==> config.mk <==
export PLATFORM = sky130hd
export DESIGN_NAME = multi_slot_interval_timer
export DESIGN_NICKNAME = d
export VERILOG_FILES = /design/src/design/msit_pkg.sv /design/src/design/multi_slot_interval_timer.sv /design/src/design/msit_front.sv /design/src/design/msit_queue.sv /design/src/design/msit_back.sv
export SDC_FILE = /design/constraint.sdc
export NUM_CORES = 1
export LEC_CHECK = 0
export CAP_MARGIN = 40
export CORE_MARGIN = 2
export CORE_UTILIZATION = 25
export DETAILED_ROUTE_END_ITERATION = 7
export DONT_BUFFER_PORTS = 1
export PLACE_DENSITY = 0.44
export SYNTH_ARGS = -nofsm -noshare
export SYNTH_HDL_FRONTEND = slang
export SYNTH_SLANG_ARGS = --single-unit
export TNS_END_PERCENT = 10
==> constraint.sdc <==
create_clock -name i_clk -period 28.3 [get_ports i_clk]
set_input_delay 2.83 -clock i_clk [delete_from_list [all_inputs] [get_ports i_clk]]
set_output_delay 2.83 -clock i_clk [all_outputs]
set_load 0.01 [all_outputs]
==> src/design/msit_pkg.sv <==
// Shared types, codes and helpers for the multi-slot interval timer.
// No dependencies; imported by every module of the block.
package msit_pkg;

    // Slot table size and derived index width
    localparam int SLOTS = 8;
    localparam int IDX_W = (SLOTS > 1) ? $clog2(SLOTS) : 1;
    localparam logic [IDX_W-1:0] LAST_IDX = IDX_W'(SLOTS - 1);

    // Command queue between front and back
    localparam int QDEPTH = 2;
    localparam int QPTR_W = (QDEPTH > 1) ? $clog2(QDEPTH) : 1;
    localparam int QCNT_W = $clog2(QDEPTH + 1);

    // Action codes on the input beat
    localparam logic [1:0] ACT_TICK  = 2'd0;
    localparam logic [1:0] ACT_SET   = 2'd1;
    localparam logic [1:0] ACT_CLEAR = 2'd2;

    // Result kind codes
    localparam logic [1:0] KIND_SET       = 2'd0;
    localparam logic [1:0] KIND_FIRE      = 2'd1;
    localparam logic [1:0] KIND_CLEAR     = 2'd2;
    localparam logic [1:0] KIND_TICK_DONE = 2'd3;

    typedef struct packed {
        logic [1:0]         action;
        logic [31:0]        now_ms;
        logic [15:0]        interval;
        logic [15:0]        repeat_req;
        logic [7:0]         handler;
        logic signed [15:0] argument;
        logic [15:0]        timer_id;
    } t_in;

    typedef struct packed {
        logic [1:0]         kind;
        logic [15:0]        result_id;
        logic               full_res;
        logic [2:0]         slot;
        logic [7:0]         fired_handler;
        logic signed [15:0] fired_argument;
        logic               last;
    } t_out;

    typedef enum logic [1:0] {
        OP_TICK,
        OP_SET,
        OP_CLEAR
    } t_op;

    typedef struct packed {
        t_op                op;
        logic [31:0]        now_ms;
        logic [15:0]        interval;
        logic [15:0]        repeat_req;
        logic [7:0]         handler;
        logic signed [15:0] argument;
        logic [15:0]        timer_id;
    } t_cmd;

    typedef enum logic [1:0] {
        B_IDLE,
        B_SCAN,
        B_DONE
    } t_bstate;

    // Report a slot index modulo 8
    function automatic logic [2:0] to_slot_field(input logic [IDX_W-1:0] idx);
        logic [5:0] w;
        w = 6'(idx);
        return w[2:0];
    endfunction

endpackage

==> src/design/multi_slot_interval_timer.sv <==
// Multi-slot interval timer: eight timer slots set, cleared and ticked by command.
//
// Input channel: a beat (action, now_ms and the set/clear fields) is taken at a
// clock edge with start high and busy low. Unused action codes are dropped and
// give no result. A two-entry command queue sits behind the decoder, so busy
// rises only while it is full.
// Result channel: o_valid marks a beat on o_result for exactly one cycle; the
// receiver cannot stall it. o_result.last marks the final beat of a command.
// A set or clear answers with one beat, registered through the queue and the
// result register. A tick scans one slot per cycle through the back end's slot
// table, giving a fire beat for each slot that expires, then a tick-done beat;
// no new command is popped until a tick is done; a set or clear leaves it idle.
// Reset (i_rst_n low, synchronous) frees all slots, zeroes the id counter and
// empties the queue; the block takes commands in the first cycle after reset.
// Depends on msit_pkg, msit_front, msit_queue and msit_back.
module multi_slot_interval_timer
    import msit_pkg::*;
(
    input  logic i_clk,
    input  logic i_rst_n,
    input  logic start,
    output logic busy,
    input  t_in  i_cmd,
    output logic o_valid,
    output t_out o_result
);

    logic q_push;
    logic q_pop;
    logic q_valid;
    logic q_full;
    t_cmd f_cmd;
    t_cmd q_cmd;

    // Decode and admit beats
    msit_front u_front (
        .start    (start),
        .i_cmd    (i_cmd),
        .i_q_full (q_full),
        .busy     (busy),
        .o_push   (q_push),
        .o_cmd    (f_cmd)
    );

    // Buffer commands between front and back
    msit_queue u_queue (
        .i_clk   (i_clk),
        .i_rst_n (i_rst_n),
        .i_push  (q_push),
        .i_cmd   (f_cmd),
        .i_pop   (q_pop),
        .o_valid (q_valid),
        .o_cmd   (q_cmd),
        .o_full  (q_full)
    );

    // Run commands against the slot table
    msit_back u_back (
        .i_clk     (i_clk),
        .i_rst_n   (i_rst_n),
        .i_q_valid (q_valid),
        .i_q_cmd   (q_cmd),
        .o_q_pop   (q_pop),
        .o_valid   (o_valid),
        .o_result  (o_result)
    );

endmodule

==> src/design/msit_front.sv <==
// Front end: takes input beats, decodes the action and pushes commands.
// Depends on msit_pkg.
module msit_front
    import msit_pkg::*;
(
    input  logic start,
    input  t_in  i_cmd,
    input  logic i_q_full,
    output logic busy,
    output logic o_push,
    output t_cmd o_cmd
);

    logic known;
    t_op  op;

    // Decode the action; an unused code is dropped without a result
    always_comb begin
        known = 1'b1;
        op    = OP_TICK;
        unique case (i_cmd.action)
            ACT_TICK:  op = OP_TICK;
            ACT_SET:   op = OP_SET;
            ACT_CLEAR: op = OP_CLEAR;
            default:   known = 1'b0;
        endcase
    end

    // Stall the sender while the queue is full
    assign busy   = i_q_full;
    assign o_push = start && !i_q_full && known;

    // Pack the command for the back end
    always_comb begin
        o_cmd.op         = op;
        o_cmd.now_ms     = i_cmd.now_ms;
        o_cmd.interval   = i_cmd.interval;
        o_cmd.repeat_req = i_cmd.repeat_req;
        o_cmd.handler    = i_cmd.handler;
        o_cmd.argument   = i_cmd.argument;
        o_cmd.timer_id   = i_cmd.timer_id;
    end

endmodule

==> src/design/msit_queue.sv <==
// Short command queue between the front and the back of the timer.
// Depends on msit_pkg.
module msit_queue
    import msit_pkg::*;
(
    input  logic i_clk,
    input  logic i_rst_n,
    input  logic i_push,
    input  t_cmd i_cmd,
    input  logic i_pop,
    output logic o_valid,
    output t_cmd o_cmd,
    output logic o_full
);

    t_cmd              r_mem [QDEPTH];
    logic [QPTR_W-1:0] r_wptr;
    logic [QPTR_W-1:0] r_rptr;
    logic [QCNT_W-1:0] r_count;

    assign o_valid = (r_count != '0);
    assign o_full  = (r_count == QCNT_W'(QDEPTH));
    assign o_cmd   = r_mem[r_rptr];

    // Advance pointers and occupancy
    always_ff @(posedge i_clk) begin
        if (!i_rst_n) begin
            r_wptr  <= '0;
            r_rptr  <= '0;
            r_count <= '0;
        end else begin
            if (i_push) begin
                r_wptr <= (r_wptr == QPTR_W'(QDEPTH - 1)) ? '0 : r_wptr + 1'b1;
            end
            if (i_pop) begin
                r_rptr <= (r_rptr == QPTR_W'(QDEPTH - 1)) ? '0 : r_rptr + 1'b1;
            end
            if (i_push && !i_pop) begin
                r_count <= r_count + 1'b1;
            end else if (i_pop && !i_push) begin
                r_count <= r_count - 1'b1;
            end
        end
    end

    // Hold queued beats
    always_ff @(posedge i_clk) begin
        if (i_push) begin
            r_mem[r_wptr] <= i_cmd;
        end
    end

endmodule

==> src/design/msit_back.sv <==
// Back end: slot table, id counter and the sequencer that runs commands.
// Depends on msit_pkg; fed by msit_queue.
module msit_back
    import msit_pkg::*;
(
    input  logic i_clk,
    input  logic i_rst_n,
    input  logic i_q_valid,
    input  t_cmd i_q_cmd,
    output logic o_q_pop,
    output logic o_valid,
    output t_out o_result
);

    // Slot table
    logic               r_running  [SLOTS];
    logic [15:0]        r_id       [SLOTS];
    logic [15:0]        r_interval [SLOTS];
    logic [31:0]        r_last     [SLOTS];
    logic [15:0]        r_repeat   [SLOTS];
    logic [15:0]        r_count    [SLOTS];
    logic [7:0]         r_handler  [SLOTS];
    logic signed [15:0] r_arg      [SLOTS];

    logic [15:0]      r_id_ctr;
    logic [IDX_W-1:0] r_idx;
    logic [31:0]      r_now;
    t_bstate          r_state;
    t_bstate          n_state;
    logic             r_valid;
    logic             n_valid;
    t_out             r_result;
    t_out             n_result;

    logic             free_found;
    logic [IDX_W-1:0] free_idx;
    logic [31:0]      elapsed;
    logic [15:0]      count_inc;
    logic             fire_now;
    logic             done_now;
    logic             do_set;
    logic             do_clear;
    logic             do_tick;
    logic [15:0]      next_id;

    // Find the lowest free slot
    always_comb begin
        free_found = 1'b0;
        free_idx   = '0;
        for (int i = SLOTS - 1; i >= 0; i--) begin
            if (!r_running[i]) begin
                free_found = 1'b1;
                free_idx   = IDX_W'(i);
            end
        end
    end

    // Evaluate the slot under the scan pointer
    assign elapsed   = r_now - r_last[r_idx];
    assign count_inc = r_count[r_idx] + 16'd1;
    assign fire_now  = r_running[r_idx] && (elapsed >= {16'd0, r_interval[r_idx]});
    assign done_now  = (r_repeat[r_idx] != 16'd0) && (r_repeat[r_idx] == count_inc);
    assign next_id   = r_id_ctr + 16'd1;

    // Command strobes from the queue head
    assign o_q_pop  = (r_state == B_IDLE) && i_q_valid;
    assign do_set   = o_q_pop && (i_q_cmd.op == OP_SET);
    assign do_clear = o_q_pop && (i_q_cmd.op == OP_CLEAR);
    assign do_tick  = o_q_pop && (i_q_cmd.op == OP_TICK);

    // Next state
    always_comb begin
        n_state = r_state;
        unique case (r_state)
            B_IDLE: begin
                if (do_tick) begin
                    n_state = B_SCAN;
                end
            end
            B_SCAN: begin
                if (r_idx == LAST_IDX) begin
                    n_state = B_DONE;
                end
            end
            B_DONE:  n_state = B_IDLE;
            default: n_state = B_IDLE;
        endcase
    end

    // Result beat for the next cycle
    always_comb begin
        n_valid  = 1'b0;
        n_result = '0;
        unique case (r_state)
            B_IDLE: begin
                if (do_set) begin
                    n_valid       = 1'b1;
                    n_result.kind = KIND_SET;
                    n_result.last = 1'b1;
                    if (free_found) begin
                        n_result.result_id = next_id;
                        n_result.slot      = to_slot_field(free_idx);
                    end else begin
                        n_result.full_res = 1'b1;
                    end
                end else if (do_clear) begin
                    n_valid       = 1'b1;
                    n_result.kind = KIND_CLEAR;
                    n_result.last = 1'b1;
                end
            end
            B_SCAN: begin
                if (fire_now) begin
                    n_valid                 = 1'b1;
                    n_result.kind           = KIND_FIRE;
                    n_result.result_id      = r_id[r_idx];
                    n_result.slot           = to_slot_field(r_idx);
                    n_result.fired_handler  = r_handler[r_idx];
                    n_result.fired_argument = r_arg[r_idx];
                end
            end
            B_DONE: begin
                n_valid       = 1'b1;
                n_result.kind = KIND_TICK_DONE;
                n_result.last = 1'b1;
            end
            default: n_valid = 1'b0;
        endcase
    end

    // Control state: sequencer, slot occupancy, ids
    always_ff @(posedge i_clk) begin
        if (!i_rst_n) begin
            r_state  <= B_IDLE;
            r_valid  <= 1'b0;
            r_id_ctr <= '0;
            r_idx    <= '0;
            for (int i = 0; i < SLOTS; i++) begin
                r_running[i] <= 1'b0;
                r_id[i]      <= '0;
            end
        end else begin
            r_state <= n_state;
            r_valid <= n_valid;
            // claim a slot
            if (do_set && free_found) begin
                r_running[free_idx] <= 1'b1;
                r_id[free_idx]      <= next_id;
                r_id_ctr            <= next_id;
            end
            // drop every slot with a matching id
            if (do_clear) begin
                for (int i = 0; i < SLOTS; i++) begin
                    if (r_id[i] == i_q_cmd.timer_id) begin
                        r_running[i] <= 1'b0;
                    end
                end
            end
            // walk the slots
            if (do_tick) begin
                r_idx <= '0;
            end else if (r_state == B_SCAN) begin
                r_idx <= (r_idx == LAST_IDX) ? '0 : r_idx + 1'b1;
                if (fire_now && done_now) begin
                    r_running[r_idx] <= 1'b0;
                end
            end
        end
    end

    // Slot payload and result register
    always_ff @(posedge i_clk) begin
        r_result <= n_result;
        if (do_tick) begin
            r_now <= i_q_cmd.now_ms;
        end
        if (do_set && free_found) begin
            r_interval[free_idx] <= i_q_cmd.interval;
            r_last[free_idx]     <= i_q_cmd.now_ms;
            r_repeat[free_idx]   <= i_q_cmd.repeat_req;
            r_count[free_idx]    <= 16'd0;
            r_handler[free_idx]  <= i_q_cmd.handler;
            r_arg[free_idx]      <= i_q_cmd.argument;
        end
        if ((r_state == B_SCAN) && fire_now) begin
            r_last[r_idx]  <= r_now;
            r_count[r_idx] <= count_inc;
        end
    end

    assign o_valid  = r_valid;
    assign o_result = r_result;

endmodule

# Yosys cells after proc, flatten, opt, wreduce, memory -nomap -nowiden
# Memory sizes are Yosys's and may differ from the RTL's. A register that Yosys moved wholly into a read port is not among the register bits.
# Index checks and enable logic that the tools add are counted.
totals:
  elab_cells: 222
  mem_bits_rw: 1180
  memories: 9
  reg_bits: 105
mem_list:
  columns: ["name", "words", "width", "read_ports", "rd_ports_with_merged_regs", "write_ports", "line", "rtl"]
  rows:
  - ["u_back.r_last", 8, 32, 1, 1, 1, "msit_back.sv:19", "logic [31:0] r_last [SLOTS];"]
  - ["u_queue.r_mem", 2, 106, 1, 1, 1, "msit_queue.sv:16", "t_cmd r_mem [QDEPTH];"]
  - ["u_back.r_arg", 8, 16, 1, 1, 1, "msit_back.sv:23", "logic signed [15:0] r_arg [SLOTS];"]
  - ["u_back.r_count", 8, 16, 1, 1, 1, "msit_back.sv:21", "logic [15:0] r_count [SLOTS];"]
  - ["u_back.r_id", 8, 16, 9, 1, 8, "msit_back.sv:17", "logic [15:0] r_id [SLOTS];"]
  - ["u_back.r_interval", 8, 16, 1, 1, 1, "msit_back.sv:18", "logic [15:0] r_interval [SLOTS];"]
  - ["3 more memories", null, null, null, null, null, null, null]
classes:
  addsub: 8
  reduce_logical: 32
  n_bitwise: 9
  muxes: 129
  magnitude_cmp: 1
  n_eq_ne: 19
ops:
  columns: ["op", "count"]
  rows:
  - ["$eq 16x16->1", 9]
  - ["$mux 3", 31]
  - ["$mux 1", 78]
  - ["$mux 16", 3]
  - ["$add 16x1->16 const B", 2]
  - ["$ge 32x16->1", 1]
  - ["$mux 32", 1]
  - ["$pmux 16 s2", 1]
  - ["$reduce_or 16->1", 2]
  - ["$reduce_or 32->1", 1]
  - ["$sub 32x32->32", 1]
  - ["$mux 27", 1]
  - ["$mux 20", 1]
  - ["$mux 17", 1]
  - ["$reduce_bool 16->1", 1]
  - ["$logic_and 1x1->1", 13]
  - ["$mux 2", 6]
  - ["$eq 2x2->1 const B", 4]
  - ["$or 1x1->1", 8]
  - ["$pmux 2 s2", 2]
  - ["$eq 2x1->1 const B", 3]
  - ["$logic_not 2->1", 3]
  - ["$pmux 2 s3", 1]
  - ["$pmux 3 s2", 1]
  - ["other kinds (16)", 23]

# Longest topological paths before layout
# An unclocked memory read counts as a cell.
depth:
  word_depth: 16
  ltp_mapped: 32
  ltp_nobuf: 21

# By module
# From an unflattened synthesis, not the netlist that was laid out.
unflattened:
  hier_cells: 3102
  hier_area_um2: 54568.6
modules_own_cells:
  columns: ["module", "cells_each", "n_inst", "seq_area_each_um2", "area_each_um2"]
  rows:
  - ["msit_back", 2641, 1, 31420.1, 45722.6]
  - ["msit_queue", 352, 1, 6466.2, 8026.4]
  - ["msit_front", 109, 1, 0.0, 819.5]

# Worst setup path before layout
# OpenSTA, ideal clock, no wires.
synth_path:
  path_kind: "reg2reg"
  startpoint: "reg (tool-made name)"
  endpoint: "mem u_back.r_count[5][0], enable pin"
  t_required_ns: 27.772
  t_arrival_ns: 9.996
  period_less_slack_ns: 10.524
  path_slack_ns: 17.776
  setup_ns: 0.528
  stages_incl_launch_ff: 31
  cell_sequence: "dfxtp_1 buf_4 buf_4 buf_4 buf_2 buf_2 clkbuf_1 clkbuf_1 buf_2 mux4_2 mux2_2 ha_1 fa_1 nor2b_1 o2111ai_1 a211o_1 and2_1 o21ai_0 xor2_1 ha_1 nand4_1 nor3_1 a32oi_1 nand4_1 nor4_1 nand4_1 nor4_4 or3_1 buf_6 buf_6 o32ai_1"
synth_lines:
  columns: ["element", "line"]
  rows:
  - ["end, declared", "msit_back.sv:21"]

==> out/qor.yml <==
viasPerCell: 4.53
leakage_uw: 0.0190
core_area_mm2: 0.213
max_stage_delay_ns: 0.87
cts_tree: "yes"
cap_violations: 0
hold_viol: 0
grt_overflow: 0
yosysUniqueCellTypes: 83
ys_ff_latch: 1289
synth_ff_type: "edfxtp_1"
yosys.area.top_type: "edfxtp_1"
status: "finished, final reports clean"
cp_data_required_time_ns: 28.81
rr_endpoint: "u_back.r_last[6][15]"
cts_hold_buf: 0
internal_power_uw: 3770
cpMaxStageDelayCell: "dfxtp_4"
first_global_vias: 28800
crit_family: "simple AND/OR/NAND/NOR gates"
drt-pass1-iter-count: 6
grt_util_all_layers: 0.133
synth_edf_count: 1207
ys_top_cells_by_area: "edfxtp_1, mux4_2, dfxtp_1, mux2i_1, mux2_2"
start_util: 0.252
globalplace.congestion: 0.816
clk-insertion-delay-late_ns: 0.79
drive_gt1_frac: 0.214
comb_power_share: 0.189
crit_cells: 24
crit_chain: "buf_4, mux4_2, mux2_2, ha_1, fa_1, nor2b_1, o2111ai_1, a211o_1, and2_1, o21ai_0, xor2_1, ha_1, nand4_1, nor3_1, a32oi_1, nand4_1, nor4_1, nand4_1, nor4_4, or3_4, buf_4, o32ai_4, buf_4, buf_12"
yosysSeqAreaShare: 0.707
port_buffers: 0
worstSetupPathType: "register to register"
synthToLayoutAreaGrowth_pct: 16.8
clk_pin_slew_ns: 0.06
r2r_cells: 24
drv_slew: 0
power_frac_seq: 0.446
critPathCaptureType: "register"
skew_ns: 0.0399
fin_tns_setup_ns: 0
hpwl_um: 93300
worstMarginPinSlew_ns: 0.893
crit_fanout: 53
root_buffer: "clkbuf_16"
async_flop_share: 0
grt_max_degree: 106
cts_resized: 0
cp_data_arrival_time_ns: 8.96
netlist_area_mm2: 0.0536
die-area_mm2: 0.218
clk_path_buf_depth: 3
fin_util: 0.295
drc_errors: 0
synth_top_area_frac: 0.676
nFillCells: 20900
ant_nets: 0
cts_buffers: 146
p_clk_frac: 0.365
die_w_um: 467
rows: 169
min_period_over_period: 0.299
drt-initial-drc-count: 1996
holdCritPathClass: "register to register"
fin_crit_ns: 8.46
p_sw_frac: 0.277
final_nets: 3282
p_per_area_mw_per_mm2: 83.3
worst-path-buf-inv: 4
r2r_setup_slack_ns: 19.84
start_kind: "register"
grt_pass1_wl_um: 210000
fmax_mhz: 118
antenna_found_initial: 10
yosys_warnings: 0
wire_per_inst_um: 24.1
relSlewSlack: 0.405
rsz0062_at_grt: "no"
io_pins: 158
syn_inst: 2996
h-tree-depth: 4
cts_setup_buffers: 0
finalSetupViolCount: 0
wl_um: 146000
cts_sinks: 1289
peakVddDrop_v: 0.0000601
crit_path_end: "u_back.r_last[6][15]"
vias: 27500
switchingPower_uw: 1440
die_height_um: 467
syn_nets: 3160
postSynthAreaPerCell_um2: 17.9
-- per-layer routing --
metal  track usage  vias up  part of all wire
li1              -    12200                 -
met1         0.181    14500              0.46
met2         0.209      649              0.46
met3        0.0346      189             0.062
met4        0.0349       10             0.023
met5             0        -           0.00047
-- sequential cells by signal, summed over array words and instances, names as in the netlist, 2 cells and up, named ones only --
name / count
u_back.r_repeat: 128
u_back.o_result: 47
u_back.r_running: 8
u_back.r_id: 128
u_back.r_last: 256
u_back.r_id_ctr: 16
u_back.r_arg: 128
u_queue.r_mem: 212
u_back.r_count: 128
u_back.r_handler: 64
u_back.r_interval: 128
u_queue.r_count: 2
u_back.r_now: 32
u_back.r_idx: 3
u_back.r_state: 2
-- power by group through the flow --
stage,combinational (uW),clock [uW],sequential (uW)
finish,986,1900,2320
global route,1090,2040,2330
detailed placement,1000,0,2360
floorplan,684,0,2340
CTS,1010,1960,2330
global placement,997,0,2360
-- cells in the mapped netlist (34+ instances only) --
cell,n
edfxtp_1,1207
mux4_2,234
nor2_1,223
mux2i_1,145
xor2_1,115
nand2_1,107
mux2_2,101
xnor2_1,90
dfxtp_1,82
clkbuf_1,63
a21oi_1,55
ha_1,54
nand4_1,39
o21ai_0,39
buf_2,34
-- per-stage QoR --
stage               cell area, um^2  hold slack [ns]  setup WS [ns]  total power, uW  std cells
floorplan                     53600            0.456          17.78             3020       2996
global placement              57200            0.474          19.72             3360       5763
detailed placement            57700            0.481          19.68             3370       5791
CTS                           62600            0.489          19.66             5290       6060
global route                  62600            0.536          19.22             5460       6060
finish                        62600            0.481          19.84             5210       6062
-- layout make-up --
type	instances	area, um^2	area share
timing repair buffer	100	1030	0.0165
tap	2821	3530	0.0564
clock buffer	206	4100	0.0656
antenna	2	5.00	0.0000800
multi-input combinational	1550	15100	0.242
inverter	31	121	0.00194
sequential	1289	37900	0.606
clock inverter	63	758	0.0121
-- tightest hold or removal path: cells and delay by family (launching register included) --
family	cells	cell delay, ns
DFF	1	0.32
AOI/OAI and AO/OA	1	0.06
and+or+nand+nor	1	0.05
-- worst min-delay path by stage --
| stage | startpoint | to | slack [ns] | cells after the start |
|---|---|---|---|---|
| after floorplan | u_back.r_id_ctr[1] | u_back.r_id_ctr[1] | 0.46 | 2 |
| after global placement | u_back.r_id_ctr[1] | u_back.r_id_ctr[1] | 0.47 | 2 |
| after detailed placement | u_back.r_id_ctr[1] | u_back.r_id_ctr[1] | 0.48 | 2 |
| after CTS | u_back.r_id_ctr[1] | u_back.r_id_ctr[1] | 0.49 | 2 |
| after global routing | u_back.r_id_ctr[1] | u_back.r_id_ctr[1] | 0.54 | 2 |
| final | u_back.r_id_ctr[1] | u_back.r_id_ctr[1] | 0.48 | 2 |
-- layout by cell type (no fill, tap or decap), types with 36 or more instances in the layout --
cell,count
a21oi_1,54
buf_4,76
clkbuf_1,41
clkbuf_16,149
dfxtp_1,78
edfxtp_1,1207
ha_1,54
mux2_2,101
mux2i_1,145
mux4_2,234
nand2_1,107
nand4_1,39
nor2_1,220
o21ai_0,36
xnor2_1,89
xor2_1,115
-- cell families after synthesis --
family                     Yosys count  share of synthesized area
muxes                              511                      0.153
xor gates and xnor gates           209                     0.0352
and+or+nand+nor                    551                     0.0500
AOI/OAI and AO/OA                  224                     0.0276
DFF                               1289                      0.707
adders and majority gates           55                     0.0130
buffers and inverters              157                     0.0140
Note: power is estimated with default switching activity, not from simulation.
